$ cat config.mk
export PLATFORM = sky130hd
export DESIGN_NAME = masked_gaussian_height_smoother
export DESIGN_NICKNAME = d
export VERILOG_FILES = /design/src/hdl/mgs_pkg.sv /design/src/hdl/mgs_ram.sv /design/src/hdl/mgs_div.sv /design/src/hdl/masked_gaussian_height_smoother.sv
export VERILOG_INCLUDE_DIRS = /design/src /design/src/hdl
export SDC_FILE = /design/constraint.sdc
export NUM_CORES = 2
export LEC_CHECK = 0
export BUFFER_PORTS_ARGS = -buffer_cell sky130_fd_sc_hd__buf_2
export CAP_MARGIN = 0
export CORE_UTILIZATION = 50
export DETAILED_ROUTE_END_ITERATION = 16
export GPL_ROUTABILITY_DRIVEN = 0
export PLACE_DENSITY = 0.68
export SKIP_CTS_REPAIR_TIMING = 1
export SLEW_MARGIN = 10
export SYNTH_ARGS = -nofsm -noshare
export SYNTH_HDL_FRONTEND = slang
export SYNTH_SLANG_ARGS = --single-unit
export TNS_END_PERCENT = 100
$ cat constraint.sdc
create_clock -name clock -period 8.92 [get_ports clock]
set_input_delay 1.338 -clock clock [delete_from_list [all_inputs] [get_ports clock]]
set_output_delay 1.338 -clock clock [all_outputs]
set_load 0.005 [all_outputs]
$ cat src/hdl/masked_gaussian_height_smoother_macros.svh
// Assertion macros used by the smoother design file.
`ifndef MASKED_GAUSSIAN_HEIGHT_SMOOTHER_MACROS_SVH
`define MASKED_GAUSSIAN_HEIGHT_SMOOTHER_MACROS_SVH

// Same-cycle implication, checked on every rising edge outside reset
`define MGS_CHECK_NOW(label, clk, rst, ante, cons, msg) \
   label: assert property (@(posedge clk) disable iff (rst) (ante) |-> (cons)) \
      else $error(msg);

// Next-cycle implication, checked on every rising edge outside reset
`define MGS_CHECK_NEXT(label, clk, rst, ante, cons, msg) \
   label: assert property (@(posedge clk) disable iff (rst) (ante) |=> (cons)) \
      else $error(msg);

`endif

$ cat src/hdl/mgs_pkg.sv
package mgs_pkg;

   // Tile geometry
   localparam int GRID_SIDE  = 33;
   localparam int TILE_COUNT = GRID_SIDE * GRID_SIDE;
   localparam int RING_DEPTH = 2 * GRID_SIDE + 3;

   localparam int HEIGHT_W = 24;
   localparam int COORD_W  = $clog2(GRID_SIDE);
   localparam int POS_W    = $clog2(TILE_COUNT);
   localparam int RA_W     = $clog2(RING_DEPTH);
   localparam int ENTRY_W  = HEIGHT_W + 1;

   // Weighted sum: nine heights, weights totaling 16
   localparam int SUM_W   = HEIGHT_W + 4;
   localparam int WSUM_W  = 5;
   localparam int RECIP_W = 31;
   localparam int RECIP_SHIFT = 32;
   localparam int PROD_W  = SUM_W + RECIP_W;
   localparam int QUOT_W  = HEIGHT_W + 1;

   // Neighborhood taps, row-major from the upper left corner
   localparam int TAP_COUNT = 9;
   localparam int TAP_W     = 4;
   localparam logic [TAP_W-1:0] TAP_FIRST = TAP_W'(0);
   localparam logic [TAP_W-1:0] TAP_LAST  = TAP_W'(TAP_COUNT - 1);

   typedef logic signed [HEIGHT_W-1:0] height_type;
   typedef logic signed [SUM_W-1:0]    sum_type;
   typedef logic [WSUM_W-1:0]          wsum_type;

   typedef struct packed {
      logic     start;
      sum_type  sum;
      wsum_type wsum;
   } div_req_type;

   typedef struct packed {
      logic       valid;
      height_type quot;
   } div_rsp_type;

   // Ring offset of a tap from the center, modulo the ring depth
   function automatic logic [RA_W-1:0] tap_offset(input logic [TAP_W-1:0] k);
      logic [RA_W-1:0] off;
      unique case (k)
         4'd0:    off = RA_W'(GRID_SIDE + 2);
         4'd1:    off = RA_W'(GRID_SIDE + 3);
         4'd2:    off = RA_W'(GRID_SIDE + 4);
         4'd3:    off = RA_W'(2 * GRID_SIDE + 2);
         4'd4:    off = RA_W'(0);
         4'd5:    off = RA_W'(1);
         4'd6:    off = RA_W'(GRID_SIDE - 1);
         4'd7:    off = RA_W'(GRID_SIDE);
         4'd8:    off = RA_W'(GRID_SIDE + 1);
         default: off = RA_W'(0);
      endcase
      return off;
   endfunction

   // Log2 of the tap weight: corner 1, edge 2, center 4
   function automatic logic [1:0] tap_shift(input logic [TAP_W-1:0] k);
      logic [1:0] sh;
      unique case (k)
         4'd0, 4'd2, 4'd6, 4'd8: sh = 2'd0;
         4'd1, 4'd3, 4'd5, 4'd7: sh = 2'd1;
         4'd4:                   sh = 2'd2;
         default:                sh = 2'd0;
      endcase
      return sh;
   endfunction

   // ceil(2^32 / d): exact floor division for dividends below 2^28
   function automatic logic [RECIP_W-1:0] recip(input wsum_type d);
      logic [RECIP_W-1:0] r;
      unique case (d)
         5'd4:    r = 31'd1073741824;
         5'd5:    r = 31'd858993460;
         5'd6:    r = 31'd715827883;
         5'd7:    r = 31'd613566757;
         5'd8:    r = 31'd536870912;
         5'd9:    r = 31'd477218589;
         5'd10:   r = 31'd429496730;
         5'd11:   r = 31'd390451573;
         5'd12:   r = 31'd357913942;
         5'd13:   r = 31'd330382100;
         5'd14:   r = 31'd306783379;
         5'd15:   r = 31'd286331154;
         5'd16:   r = 31'd268435456;
         default: r = 31'd0;
      endcase
      return r;
   endfunction

endpackage

$ cat src/hdl/mgs_ram.sv
module mgs_ram #(
   parameter int WIDTH = 8,
   parameter int DEPTH = 16
) (
   input  logic                     clock,
   input  logic                     wr_en,
   input  logic [$clog2(DEPTH)-1:0] wr_addr,
   input  logic [WIDTH-1:0]         wr_data,
   input  logic [$clog2(DEPTH)-1:0] rd_addr,
   output logic [WIDTH-1:0]         rd_data
);

   logic [WIDTH-1:0] mem [DEPTH];
   logic [WIDTH-1:0] rd_data_ff;

   // Write one entry, register one read
   always_ff @(posedge clock) begin
      if (wr_en) begin
         mem[wr_addr] <= wr_data;
      end
      rd_data_ff <= mem[rd_addr];
   end

   assign rd_data = rd_data_ff;

endmodule

$ cat src/hdl/mgs_div.sv
module mgs_div (
   input  logic                clock,
   input  logic                reset,
   input  mgs_pkg::div_req_type req,
   output mgs_pkg::div_rsp_type rsp
);

   import mgs_pkg::*;

   logic              v1_ff, v2_ff;
   logic              neg_ff;
   logic [PROD_W-1:0] prod_ff, prod_in;
   logic [SUM_W-1:0]  mag;
   logic [QUOT_W-1:0] qmag;
   height_type        quot_ff, quot_in;

   // Stage 1: magnitude times reciprocal of the weight total
   always_comb begin
      mag     = req.sum[SUM_W-1] ? SUM_W'(-req.sum) : SUM_W'(req.sum);
      prod_in = PROD_W'(mag) * PROD_W'(recip(req.wsum));
   end

   // Stage 2: drop the fraction, restore the sign (truncates toward zero)
   always_comb begin
      qmag    = prod_ff[RECIP_SHIFT +: QUOT_W];
      quot_in = neg_ff ? HEIGHT_W'(-qmag) : HEIGHT_W'(qmag);
   end

   always_ff @(posedge clock) begin
      if (reset) begin
         v1_ff <= 1'b0;
         v2_ff <= 1'b0;
      end else begin
         v1_ff <= req.start;
         v2_ff <= v1_ff;
      end
      prod_ff <= prod_in;
      neg_ff  <= req.sum[SUM_W-1];
      quot_ff <= quot_in;
   end

   // neg_ff is captured on the same edge as prod_ff
   assign rsp.valid = v2_ff;
   assign rsp.quot  = quot_ff;

endmodule

$ cat src/hdl/masked_gaussian_height_smoother.sv
// Channel   Direction  Handshake              Payload
// req       in         req_valid / req_stall  req_height, req_is_triangulated
// rsp       out        rsp_valid / rsp_stall  rsp_smoothed_height, rsp_tile_done
//
// An item is accepted only in the idle state; the next waits until the results it
// releases are handed off. A border, zero or untriangulated result needs the center
// read and the check; a smoothed one also reads nine taps through the single read port
// of the ring RAM, then two divide stages. The last item of a tile releases GRID_SIDE+2
// results in one run. Reset is synchronous; the ring RAM needs no clearing pass.
// A stalled result is held in the output register while the next one is built.
`include "masked_gaussian_height_smoother_macros.svh"

module masked_gaussian_height_smoother (
   input  logic                clock,
   input  logic                reset,
   input  logic                req_valid,
   output logic                req_stall,
   input  mgs_pkg::height_type req_height,
   input  logic                req_is_triangulated,
   output logic                rsp_valid,
   input  logic                rsp_stall,
   output mgs_pkg::height_type rsp_smoothed_height,
   output logic                rsp_tile_done
);

   import mgs_pkg::*;

   localparam logic [2:0] S_IDLE   = 3'd0;
   localparam logic [2:0] S_CTR    = 3'd1;
   localparam logic [2:0] S_CHK    = 3'd2;
   localparam logic [2:0] S_NBR    = 3'd3;
   localparam logic [2:0] S_DSTART = 3'd4;
   localparam logic [2:0] S_DWAIT  = 3'd5;
   localparam logic [2:0] S_OUT    = 3'd6;

   logic [2:0]         state_ff, state_in;
   logic [POS_W-1:0]   in_pos_ff, in_pos_in;
   logic [RA_W-1:0]    wptr_ff, wptr_in;
   logic [POS_W-1:0]   out_pos_ff, out_pos_in;
   logic [RA_W-1:0]    optr_ff, optr_in;
   logic [COORD_W-1:0] out_col_ff, out_col_in;
   logic [COORD_W-1:0] out_row_ff, out_row_in;
   logic               flush_ff, flush_in;
   logic [TAP_W-1:0]   tap_ff, tap_in;
   sum_type            sum_ff, sum_in;
   wsum_type           wsum_ff, wsum_in;
   height_type         res_ff, res_in;
   logic               rsp_valid_ff, rsp_valid_in;
   height_type         rsp_height_ff;
   logic               rsp_done_ff;

   logic               accept, in_last, out_last, load, interior;
   logic [TAP_W-1:0]   rd_tap;
   logic [RA_W:0]      tap_sum;
   logic [RA_W-1:0]    rd_addr;
   logic [ENTRY_W-1:0] rd_data;
   height_type         rd_height;
   logic               rd_mark;
   sum_type            term;
   div_req_type        div_req;
   div_rsp_type        div_rsp;

   // Ring of recent vertices: {mark, height}
   mgs_ram #(
      .WIDTH(ENTRY_W),
      .DEPTH(RING_DEPTH)
   ) u_ring (
      .clock  (clock),
      .wr_en  (accept),
      .wr_addr(wptr_ff),
      .wr_data({req_is_triangulated, req_height}),
      .rd_addr(rd_addr),
      .rd_data(rd_data)
   );

   mgs_div u_div (
      .clock(clock),
      .reset(reset),
      .req  (div_req),
      .rsp  (div_rsp)
   );

   assign req_stall = (state_ff != S_IDLE);
   assign accept    = req_valid && !req_stall;
   assign in_last   = (in_pos_ff == POS_W'(TILE_COUNT - 1));
   assign out_last  = (out_pos_ff == POS_W'(TILE_COUNT - 1));
   assign load      = (state_ff == S_OUT) && (!rsp_valid_ff || !rsp_stall);
   assign interior  = (out_row_ff != '0) && (out_row_ff != COORD_W'(GRID_SIDE - 1)) &&
                      (out_col_ff != '0) && (out_col_ff != COORD_W'(GRID_SIDE - 1));

   assign rd_height = rd_data[HEIGHT_W-1:0];
   assign rd_mark   = rd_data[HEIGHT_W];

   // Select the ring entry to read: center, then the nine taps
   always_comb begin
      rd_tap  = (state_ff == S_NBR) ? TAP_W'(tap_ff + TAP_W'(1)) : TAP_FIRST;
      tap_sum = (RA_W + 1)'(optr_ff) + (RA_W + 1)'(tap_offset(rd_tap));
      if (state_ff == S_CTR) begin
         rd_addr = optr_ff;
      end else if (tap_sum >= (RA_W + 1)'(RING_DEPTH)) begin
         rd_addr = RA_W'(tap_sum - (RA_W + 1)'(RING_DEPTH));
      end else begin
         rd_addr = RA_W'(tap_sum);
      end
   end

   // Weighted tap, dropped when it holds no data
   assign term = SUM_W'(rd_height) <<< tap_shift(tap_ff);

   assign div_req.start = (state_ff == S_DSTART);
   assign div_req.sum   = sum_ff;
   assign div_req.wsum  = wsum_ff;

   // Sequence the input positions
   always_comb begin
      in_pos_in = in_pos_ff;
      wptr_in   = wptr_ff;
      if (accept) begin
         if (in_last) begin
            in_pos_in = '0;
            wptr_in   = '0;
         end else begin
            in_pos_in = POS_W'(in_pos_ff + POS_W'(1));
            wptr_in   = (wptr_ff == RA_W'(RING_DEPTH - 1)) ? '0 : RA_W'(wptr_ff + RA_W'(1));
         end
      end
   end

   // Main sequencer: gather, divide, hand off
   always_comb begin
      state_in   = state_ff;
      flush_in   = flush_ff;
      tap_in     = tap_ff;
      sum_in     = sum_ff;
      wsum_in    = wsum_ff;
      res_in     = res_ff;
      out_pos_in = out_pos_ff;
      optr_in    = optr_ff;
      out_col_in = out_col_ff;
      out_row_in = out_row_ff;
      unique case (state_ff)
         S_IDLE: begin
            if (accept && (in_last || in_pos_ff >= POS_W'(GRID_SIDE + 1))) begin
               state_in = S_CTR;
               flush_in = in_last;
            end
         end
         S_CTR: begin
            state_in = S_CHK;
         end
         S_CHK: begin
            res_in = rd_height;
            if (interior && rd_height != '0 && rd_mark) begin
               tap_in   = TAP_FIRST;
               sum_in   = '0;
               wsum_in  = '0;
               state_in = S_NBR;
            end else begin
               state_in = S_OUT;
            end
         end
         S_NBR: begin
            if (rd_height != '0) begin
               sum_in  = sum_ff + term;
               wsum_in = wsum_ff + (WSUM_W'(1) << tap_shift(tap_ff));
            end
            tap_in = TAP_W'(tap_ff + TAP_W'(1));
            if (tap_ff == TAP_LAST) begin
               state_in = S_DSTART;
            end
         end
         S_DSTART: begin
            state_in = S_DWAIT;
         end
         S_DWAIT: begin
            if (div_rsp.valid) begin
               res_in   = div_rsp.quot;
               state_in = S_OUT;
            end
         end
         S_OUT: begin
            if (load) begin
               if (out_last) begin
                  out_pos_in = '0;
                  optr_in    = '0;
                  out_col_in = '0;
                  out_row_in = '0;
                  state_in   = S_IDLE;
               end else begin
                  out_pos_in = POS_W'(out_pos_ff + POS_W'(1));
                  optr_in    = (optr_ff == RA_W'(RING_DEPTH - 1)) ? '0 :
                               RA_W'(optr_ff + RA_W'(1));
                  if (out_col_ff == COORD_W'(GRID_SIDE - 1)) begin
                     out_col_in = '0;
                     out_row_in = COORD_W'(out_row_ff + COORD_W'(1));
                  end else begin
                     out_col_in = COORD_W'(out_col_ff + COORD_W'(1));
                  end
                  state_in = flush_ff ? S_CTR : S_IDLE;
               end
            end
         end
         default: begin
            state_in = S_IDLE;
         end
      endcase
   end

   // Hold a stalled result, load the next one when the slot frees
   always_comb begin
      if (load) begin
         rsp_valid_in = 1'b1;
      end else begin
         rsp_valid_in = rsp_valid_ff && rsp_stall;
      end
   end

   always_ff @(posedge clock) begin
      if (reset) begin
         state_ff     <= S_IDLE;
         in_pos_ff    <= '0;
         wptr_ff      <= '0;
         out_pos_ff   <= '0;
         optr_ff      <= '0;
         out_col_ff   <= '0;
         out_row_ff   <= '0;
         flush_ff     <= 1'b0;
         rsp_valid_ff <= 1'b0;
      end else begin
         state_ff     <= state_in;
         in_pos_ff    <= in_pos_in;
         wptr_ff      <= wptr_in;
         out_pos_ff   <= out_pos_in;
         optr_ff      <= optr_in;
         out_col_ff   <= out_col_in;
         out_row_ff   <= out_row_in;
         flush_ff     <= flush_in;
         rsp_valid_ff <= rsp_valid_in;
      end
      tap_ff  <= tap_in;
      sum_ff  <= sum_in;
      wsum_ff <= wsum_in;
      res_ff  <= res_in;
      if (load) begin
         rsp_height_ff <= res_ff;
         rsp_done_ff   <= out_last;
      end
   end

   assign rsp_valid           = rsp_valid_ff;
   assign rsp_smoothed_height = rsp_height_ff;
   assign rsp_tile_done       = rsp_done_ff;

   `MGS_CHECK_NOW(a_div_only_waiting, clock, reset, div_rsp.valid, state_ff == S_DWAIT, "divider result outside wait")
   `MGS_CHECK_NOW(a_weight_total, clock, reset, div_req.start, wsum_ff >= WSUM_W'(4) && wsum_ff <= WSUM_W'(16), "weight total out of range")
   `MGS_CHECK_NEXT(a_tile_wrap, clock, reset, load && out_last, out_pos_ff == '0 && in_pos_ff == '0 && state_ff == S_IDLE, "tile end did not rewind counters")

endmodule

Word level (Yosys, flattened, before mapping)
Memory sizes are Yosys's and may differ from the RTL's. A register that Yosys moved wholly into a read port is not among the register bits.
Cells that the tools add are included.
- $add $sub $neg: 13
- multiply operators: 1
- div/mod/pow operators: 0
- $lt $le $gt $ge: 2
- equality and inequality tests: 20
- shift-type cells: 2
- muxes and demuxes: 41
- bitwise logic cells: 0
- reductions and logical operators: 29
- operator list (kind ; count):
    28-bit 2-to-1 mux ; 3
    28-bit by 31-bit multiplier with 56-bit output ; 1
    28-bit one-hot mux with 2 select lines ; 1
    24-bit 2-to-1 mux ; 2
    24-bit one-hot mux with 2 select lines ; 1
    7-bit 2-to-1 mux ; 6
    28-bit adder ; 1
    28-bit negation ; 1
    24-bit by 2-bit <<< shifter with 28-bit output ; 1
    6-bit 2-to-1 mux ; 4
    24-bit negation ; 1
    24-bit nonzero test ; 1
    11-bit by 1-bit adder with 11-bit output (second input constant) ; 2
    11-bit equality test (second input constant) ; 2
    11-bit 2-to-1 mux ; 2
    3-bit one-hot mux with 7 select lines ; 1
    4-bit 2-to-1 mux ; 4
    3-bit 2-to-1 mux ; 5
    5-bit 2-to-1 mux ; 3
    7-bit by 1-bit adder with 7-bit output (second input constant) ; 2
    7-bit equality test (second input constant) ; 2
    6-bit by 1-bit adder with 6-bit output (second input constant) ; 2
    6-bit inequality test (second input constant) ; 2
    6-bit nonzero test ; 2
    other kinds (27) ; 56
- flip-flop bits (word level): 222
- latch bits: 0
- RAM bits: 1725
- memory bits (read-only): 1136
- input bits: 29
- memories kept: 5
- memory list (memory ; words ; bits a word ; rd ports ; clocked after memory_dff ; write ports ; RTL line ; source):
    u_ring.mem ; 69 ; 25 ; 1 ; 1 ; 1 ; mgs_ram.sv:13 ; logic [WIDTH-1:0] mem [DEPTH];
    (no name shown) ; 32 ; 31 ; 1 ; 1 ; 0 ; mgs_pkg.sv:76 ; unique case (d)
    (no name shown) ; 16 ; 5 ; 1 ; 0 ; 0 ; mgs_pkg.sv:46 ; unique case (k)
    (no name shown) ; 16 ; 2 ; 1 ; 1 ; 0 ; mgs_pkg.sv:64 ; unique case (k)
    (no name shown) ; 16 ; 2 ; 1 ; 1 ; 0 ; mgs_pkg.sv:64 ;

Depth between registers and ports, before layout
- word-level depth: 9
- depth in mapped cells: 38

Hierarchy
A second synthesis with hierarchy kept.
- cells, all modules: 6981
- area total of the unflattened synthesis: 103578.1 um^2
- modules (own cells, without submodules) (module ; instances ; cells an instance ; area each (um^2) ; sequential area each (um^2)):
    mgs_ram ; 1 ; 2894 ; 66602.6 ; 52300.2
    mgs_div ; 1 ; 3243 ; 28349.7 ; 1021.0
    masked_gaussian_height_smoother ; 1 ; 844 ; 8625.8 ; 3663.5

Least setup slack after synthesis
No wires, ideal clock.
- path type: reg-to-reg
- start point: register sum_ff[0]
- end point: register u_div.prod_ff[54]
- arrival time: 8861 ps
- required time: 8848 ps
- slack: -13 ps
- cell stages (with the launch flop): 36
- path buffers: 3
- clock period less this slack: 8933 ps
- cell sequence: edfxtp_1 -> clkbuf_1 -> inv_1 -> ha_1 -> or3b_2 -> or2_2 -> or3_1 -> nor3_1 -> nand2_1 -> nand2_1 -> xnor2_1 -> clkbuf_1 -> clkbuf_1 -> nand2_1 -> fa_1 -> inv_1 -> fa_1 -> fa_1 -> fa_1 -> fa_1 -> fa_1 -> inv_1 -> fa_1 -> inv_1 -> ha_1 -> a21o_1 -> a21o_1 -> a21o_1 -> a31oi_1 -> o21a_1 -> o32ai_1 -> a21oi_1 -> o31ai_1 -> or2_2 -> a21oi_1 -> xnor2_1
- cells in the longest elaborated chain, start to end: 3
- ends and longest elaborated chain (item ; RTL line ; source):
    from (decl) ; masked_gaussian_height_smoother.sv:45 ; sum_type sum_ff, sum_in;
    from (signal assigned) ; masked_gaussian_height_smoother.sv:241 ; sum_ff <= sum_in;
    28-bit negation ; mgs_div.sv:19 ; mag = req.sum[SUM_W-1] ? SUM_W'(-req.sum) : SUM_W'(req.sum);
    28-bit 2-to-1 mux * ; mgs_div.sv:19 ;
    28-bit by 31-bit multiplier with 56-bit output * ; mgs_div.sv:20 ; prod_in = PROD_W'(mag) * PROD_W'(recip(req.wsum));
    named net u_div.prod_in[54] ; mgs_div.sv:12 ; logic [PROD_W-1:0] prod_ff, prod_in;
    to (signal assigned) ; mgs_div.sv:37 ; prod_ff <= prod_in;
    to (decl) ; mgs_div.sv:12 ;
Mark *: on every way through the listed nets, which the timed path passes. The rest lies on a longest branch.
A chain may end at the register's enable or synchronous reset.

Worst setup path after layout
- start point: register sum_ff[0]
- end point: register u_div.prod_ff[53]
The elaborated chain is that of the path after synthesis.

==> summary.md <==
| Metric | Value |
|---|---|
| Run status | complete, but fails checks |
| Failing checks | setup timing |
| Die Y | approximately 460 um |
| Die Wd | 462 um |
| Global route overflow | 0 |
| Layout cells sized above 1 | 0.114 |
| Final hold vios | 0 |
| Residual DRC | 0 |
| Post-route setup TNS | -1.14 ns |
| Iter 0 DRT Violations | between 8000 and 9000 |
| WP data arrival | 9.82 ns |
| Count of cell types in the netlist | 85 |
| Hold Worst Slack | 0.420 ns |
| Top cell by count, worst path | fa_1 |
| Via count of the first global-routing pass | 71324 |
| Via count | about 71000 |
| Asr flop ratio synth | 0 |
| DRT Wirelength | around 300 mm |
| Worst r2r src | sum_ff[0]$_SDFFCE_PN0P_ |
| Multi-input gate area | 43400 um2 |
| Port-buffer cells | 55 |
| Initial antenna violation count | 8 |
| Area grow syn2layout | 11.9% |
| Finish-stage setup viols | 11 |
| Cell Pwr Density | 152 nW/um2 |
| # fillers | 17124 |
| # rows | 168 |
| F_max | 110 MHz |
| ANT nets after route | 0 |
| Post-Layout Cell Count | 12289 |
| Worst setup SP type | flop |
| Tightest Hold Check Type | reg2reg |
| Clk_skew | around 0.024 ns |
| Die area | between 200000 and 250000 um2 |
| Clock sinks | between 1500 and 2000 |
| Clock transition at the registers of the reported paths | approximately 0.060 ns |
| Crit path max fanout | 6 |
| Clock Tree Buf Depth | 3 |
| Clock power share | 0.429 |
| Final core utilization | 0.564 |
| CTS root buf | clkbuf_16 |
| Cells on Worst Hold Path | 0 |
| Final Max Tran Viols | 0 |
| Cell total after placement | 11927 |
| Combinational fraction of design power | 0.012 |
| Int Pwr | 14.4 mW |
| Crit. End Element | flop |
| Worst slew pin tran | roughly 1.3 ns |
| RSZ-0062 raised after global routing | true |
| Worst Setup Slack, final | -0.184 ns |
| Final period util | 1.02 |
| Rel. slew slack | 0.126 |
| Max stage delay on crit path | 0.56 ns |
| Crit path from | sum_ff[0]$_SDFFCE_PN0P_ |
| Synth warn | 0 |
| Gate Count Post-Synth | 9071 |
| Top FF cell, synth | edfxtp_1 |
| Min-delay src | res_ff[0]$_DFFE_PP_ |
| Largest net degree at the start of global routing | 154 |
| Flop pwr share | 0.560 |
| Place WS | -0.574 ns |
| Worst-case reg-to-reg path depth | 34 |
| First-pass GRT wire length | roughly 450 mm |
| H-tree depth | 4 |
| Post-synth EDFFs | 1811 |
| Num CTS Buffers | 180 |
| Vias/cell | 5.81 |
| Worst-Skew Late Latency | between 0.8 and 0.9 ns |
| Sw power | 3.61 mW |
| Sw Ratio | 0.200 |
| All-Layer GR Usage | 0.282 |
| Static Leak | 47.6 nW |
| WL per Instance | 24.4 um |
| Required @ worst endpoint | about 9.6 ns |
| Initial Utilization | 0.504 |
| Seq/Total Area, Yosys | 0.543 |
| Max-Cap Viols | 0 |
| Max stage delay cell, worst path | fa_1 |
| Crit path kind | reg2reg |
| Average cell area after synthesis | 11.7 um2 |
| Ports | 56 |
| Syn_nets | about 10000 |
| Final Critical Period | ~9 ns |
| TritonCTS clock tree | built |
| Nets | 10356 |
| Register area | 57500 um2 |
| Synth Register Bits | between 1500 and 2000 |
| Worst vdd ir | 186 uV |
| DR pass1 iterations | 8 |
| Netlist Area Pre-Place | ~110000 um2 |
| CORE AREA | 210000 um2 |
| HPWL Detailed | 192 mm |
cells in the mapped netlist, drive strengths merged (96+ instances only):
library cell	count	share of area
nand3	719	0.034
a21oi	155	0.0074
dfxtp	153	0.029
and2	258	0.015
buf	224	0.011
mux2i	129	0.012
a31oi	97	0.0057
nand2	2053	0.073
edfxtp	1811	0.51
clkbuf	270	0.0096
and3	149	0.0088
nor2	217	0.0078
xnor2	99	0.0084
a311oi	96	0.0080
inv	998	0.035
ha	251	0.030
fa	752	0.14
routing by layer:
layer / share of wire / GRT usage
met5: 0.00014 / 0
met4: 0.057 / 0.143
met3: 0.097 / 0.0521
met2: 0.47 / 0.448
met1: 0.38 / 0.371
layout make-up:
cell class                 instances  share of cell area
clock buffer                     232              0.0400
inverter                         999              0.0317
multi-input combinational       5616               0.366
sequential                      1964               0.485
clock inverter                   107             0.00939
tap                             2805              0.0296
antenna                            3           0.0000634
timing repair buffer             563              0.0375
cell families after synthesis:
family | after synthesis | synth area share
AOI/OAI and AO/OA | 660 | 0.0435
xor gates and xnor gates | 148 | 0.0126
adders and majority gates | 1003 | 0.172
buffers and inverters | 1493 | 0.0559
DFF | 1964 | 0.543
muxes | 182 | 0.0203
and+or+nand+nor | 3621 | 0.152
sequential cells by signal, indices dropped and copies added, names as in the netlist, 3 cells and up, named ones only:
name / cells
out_col_ff: 6
wptr_ff: 7
res_ff: 24
state_ff: 3
in_pos_ff: 11
optr_ff: 7
u_ring.rd_data: 25
out_pos_ff: 11
wsum_ff: 5
out_row_ff: 5
sum_ff: 28
rsp_smoothed_height: 24
tap_ff: 4
u_ring.mem: 1725
u_div.quot_ff: 24
u_div.prod_ff: 24
cells in the final DEF, fill, tap and decap left out, types with 37 or more instances in the layout:
| master | Yosys | final |
|---|---|---|
| nor2_2 | 4 | 75 |
| a21o_1 | 37 | 37 |
| nand3_1 | 719 | 718 |
| edfxtp_1 | 1811 | 1811 |
| fa_1 | 752 | 747 |
| a21oi_1 | 152 | 142 |
| and3_1 | 149 | 148 |
| dfxtp_1 | 153 | 148 |
| xor2_1 | 47 | 47 |
| and2_1 | 258 | 255 |
| clkinv_1 | 1 | 41 |
| nand4_1 | 56 | 56 |
| o21ai_0 | 77 | 69 |
| inv_1 | 998 | 992 |
| xnor2_1 | 98 | 71 |
| nor2_1 | 213 | 139 |
| clkbuf_16 | 0 | 181 |
| clkbuf_1 | 269 | 49 |
| mux2i_1 | 128 | 126 |
| buf_4 | 10 | 469 |
| ha_1 | 251 | 247 |
| nand2_1 | 2053 | 2048 |
| buf_2 | 158 | 55 |
| a31oi_1 | 97 | 96 |
| a311oi_1 | 95 | 94 |
through the flow:
stage / area, um2 / total power, mW
4_1_cts: 118000 / 18.1
2_1_floorplan: 106000 / 10.3
3_5_place_dp: 112000 / 10.5
6_report: 118000 / 18.0
3_3_place_gp: 112000 / 10.5
5_1_grt: 118000 / 18.4
critical path: cells and delay by family (launching register included):
family,cells,cell delay [ns]
AOI/OAI and AO/OA,7,1.17
adders and majority gates,8,3.90
and+or+nand+nor,7,2.17
buffers and inverters,10,1.03
DFF,1,0.41
xor gates and xnor gates,2,0.29
path summary, 6_finish.rpt:
kind	to	slack, ns
setup / recovery	u_div.prod_ff[53]$_DFF_P_	-0.18
hold / removal	rsp_smoothed_height[0]$_DFFE_PP_	0.42
setup reg to reg	u_div.prod_ff[53]$_DFF_P_	-0.18
hold reg to reg	rsp_smoothed_height[0]$_DFFE_PP_	0.42
power by group through the flow:
stage,Clock (mW),Sequential [mW],Combinational (mW)
floorplan,0,10.3,0.0247
global placement,0,10.3,0.195
detailed placement,0,10.3,0.205
CTS,7.78,10.1,0.206
global route,8.10,10.1,0.217
finish,7.71,10.1,0.210
Note: power is estimated with default switching activity, not from simulation.
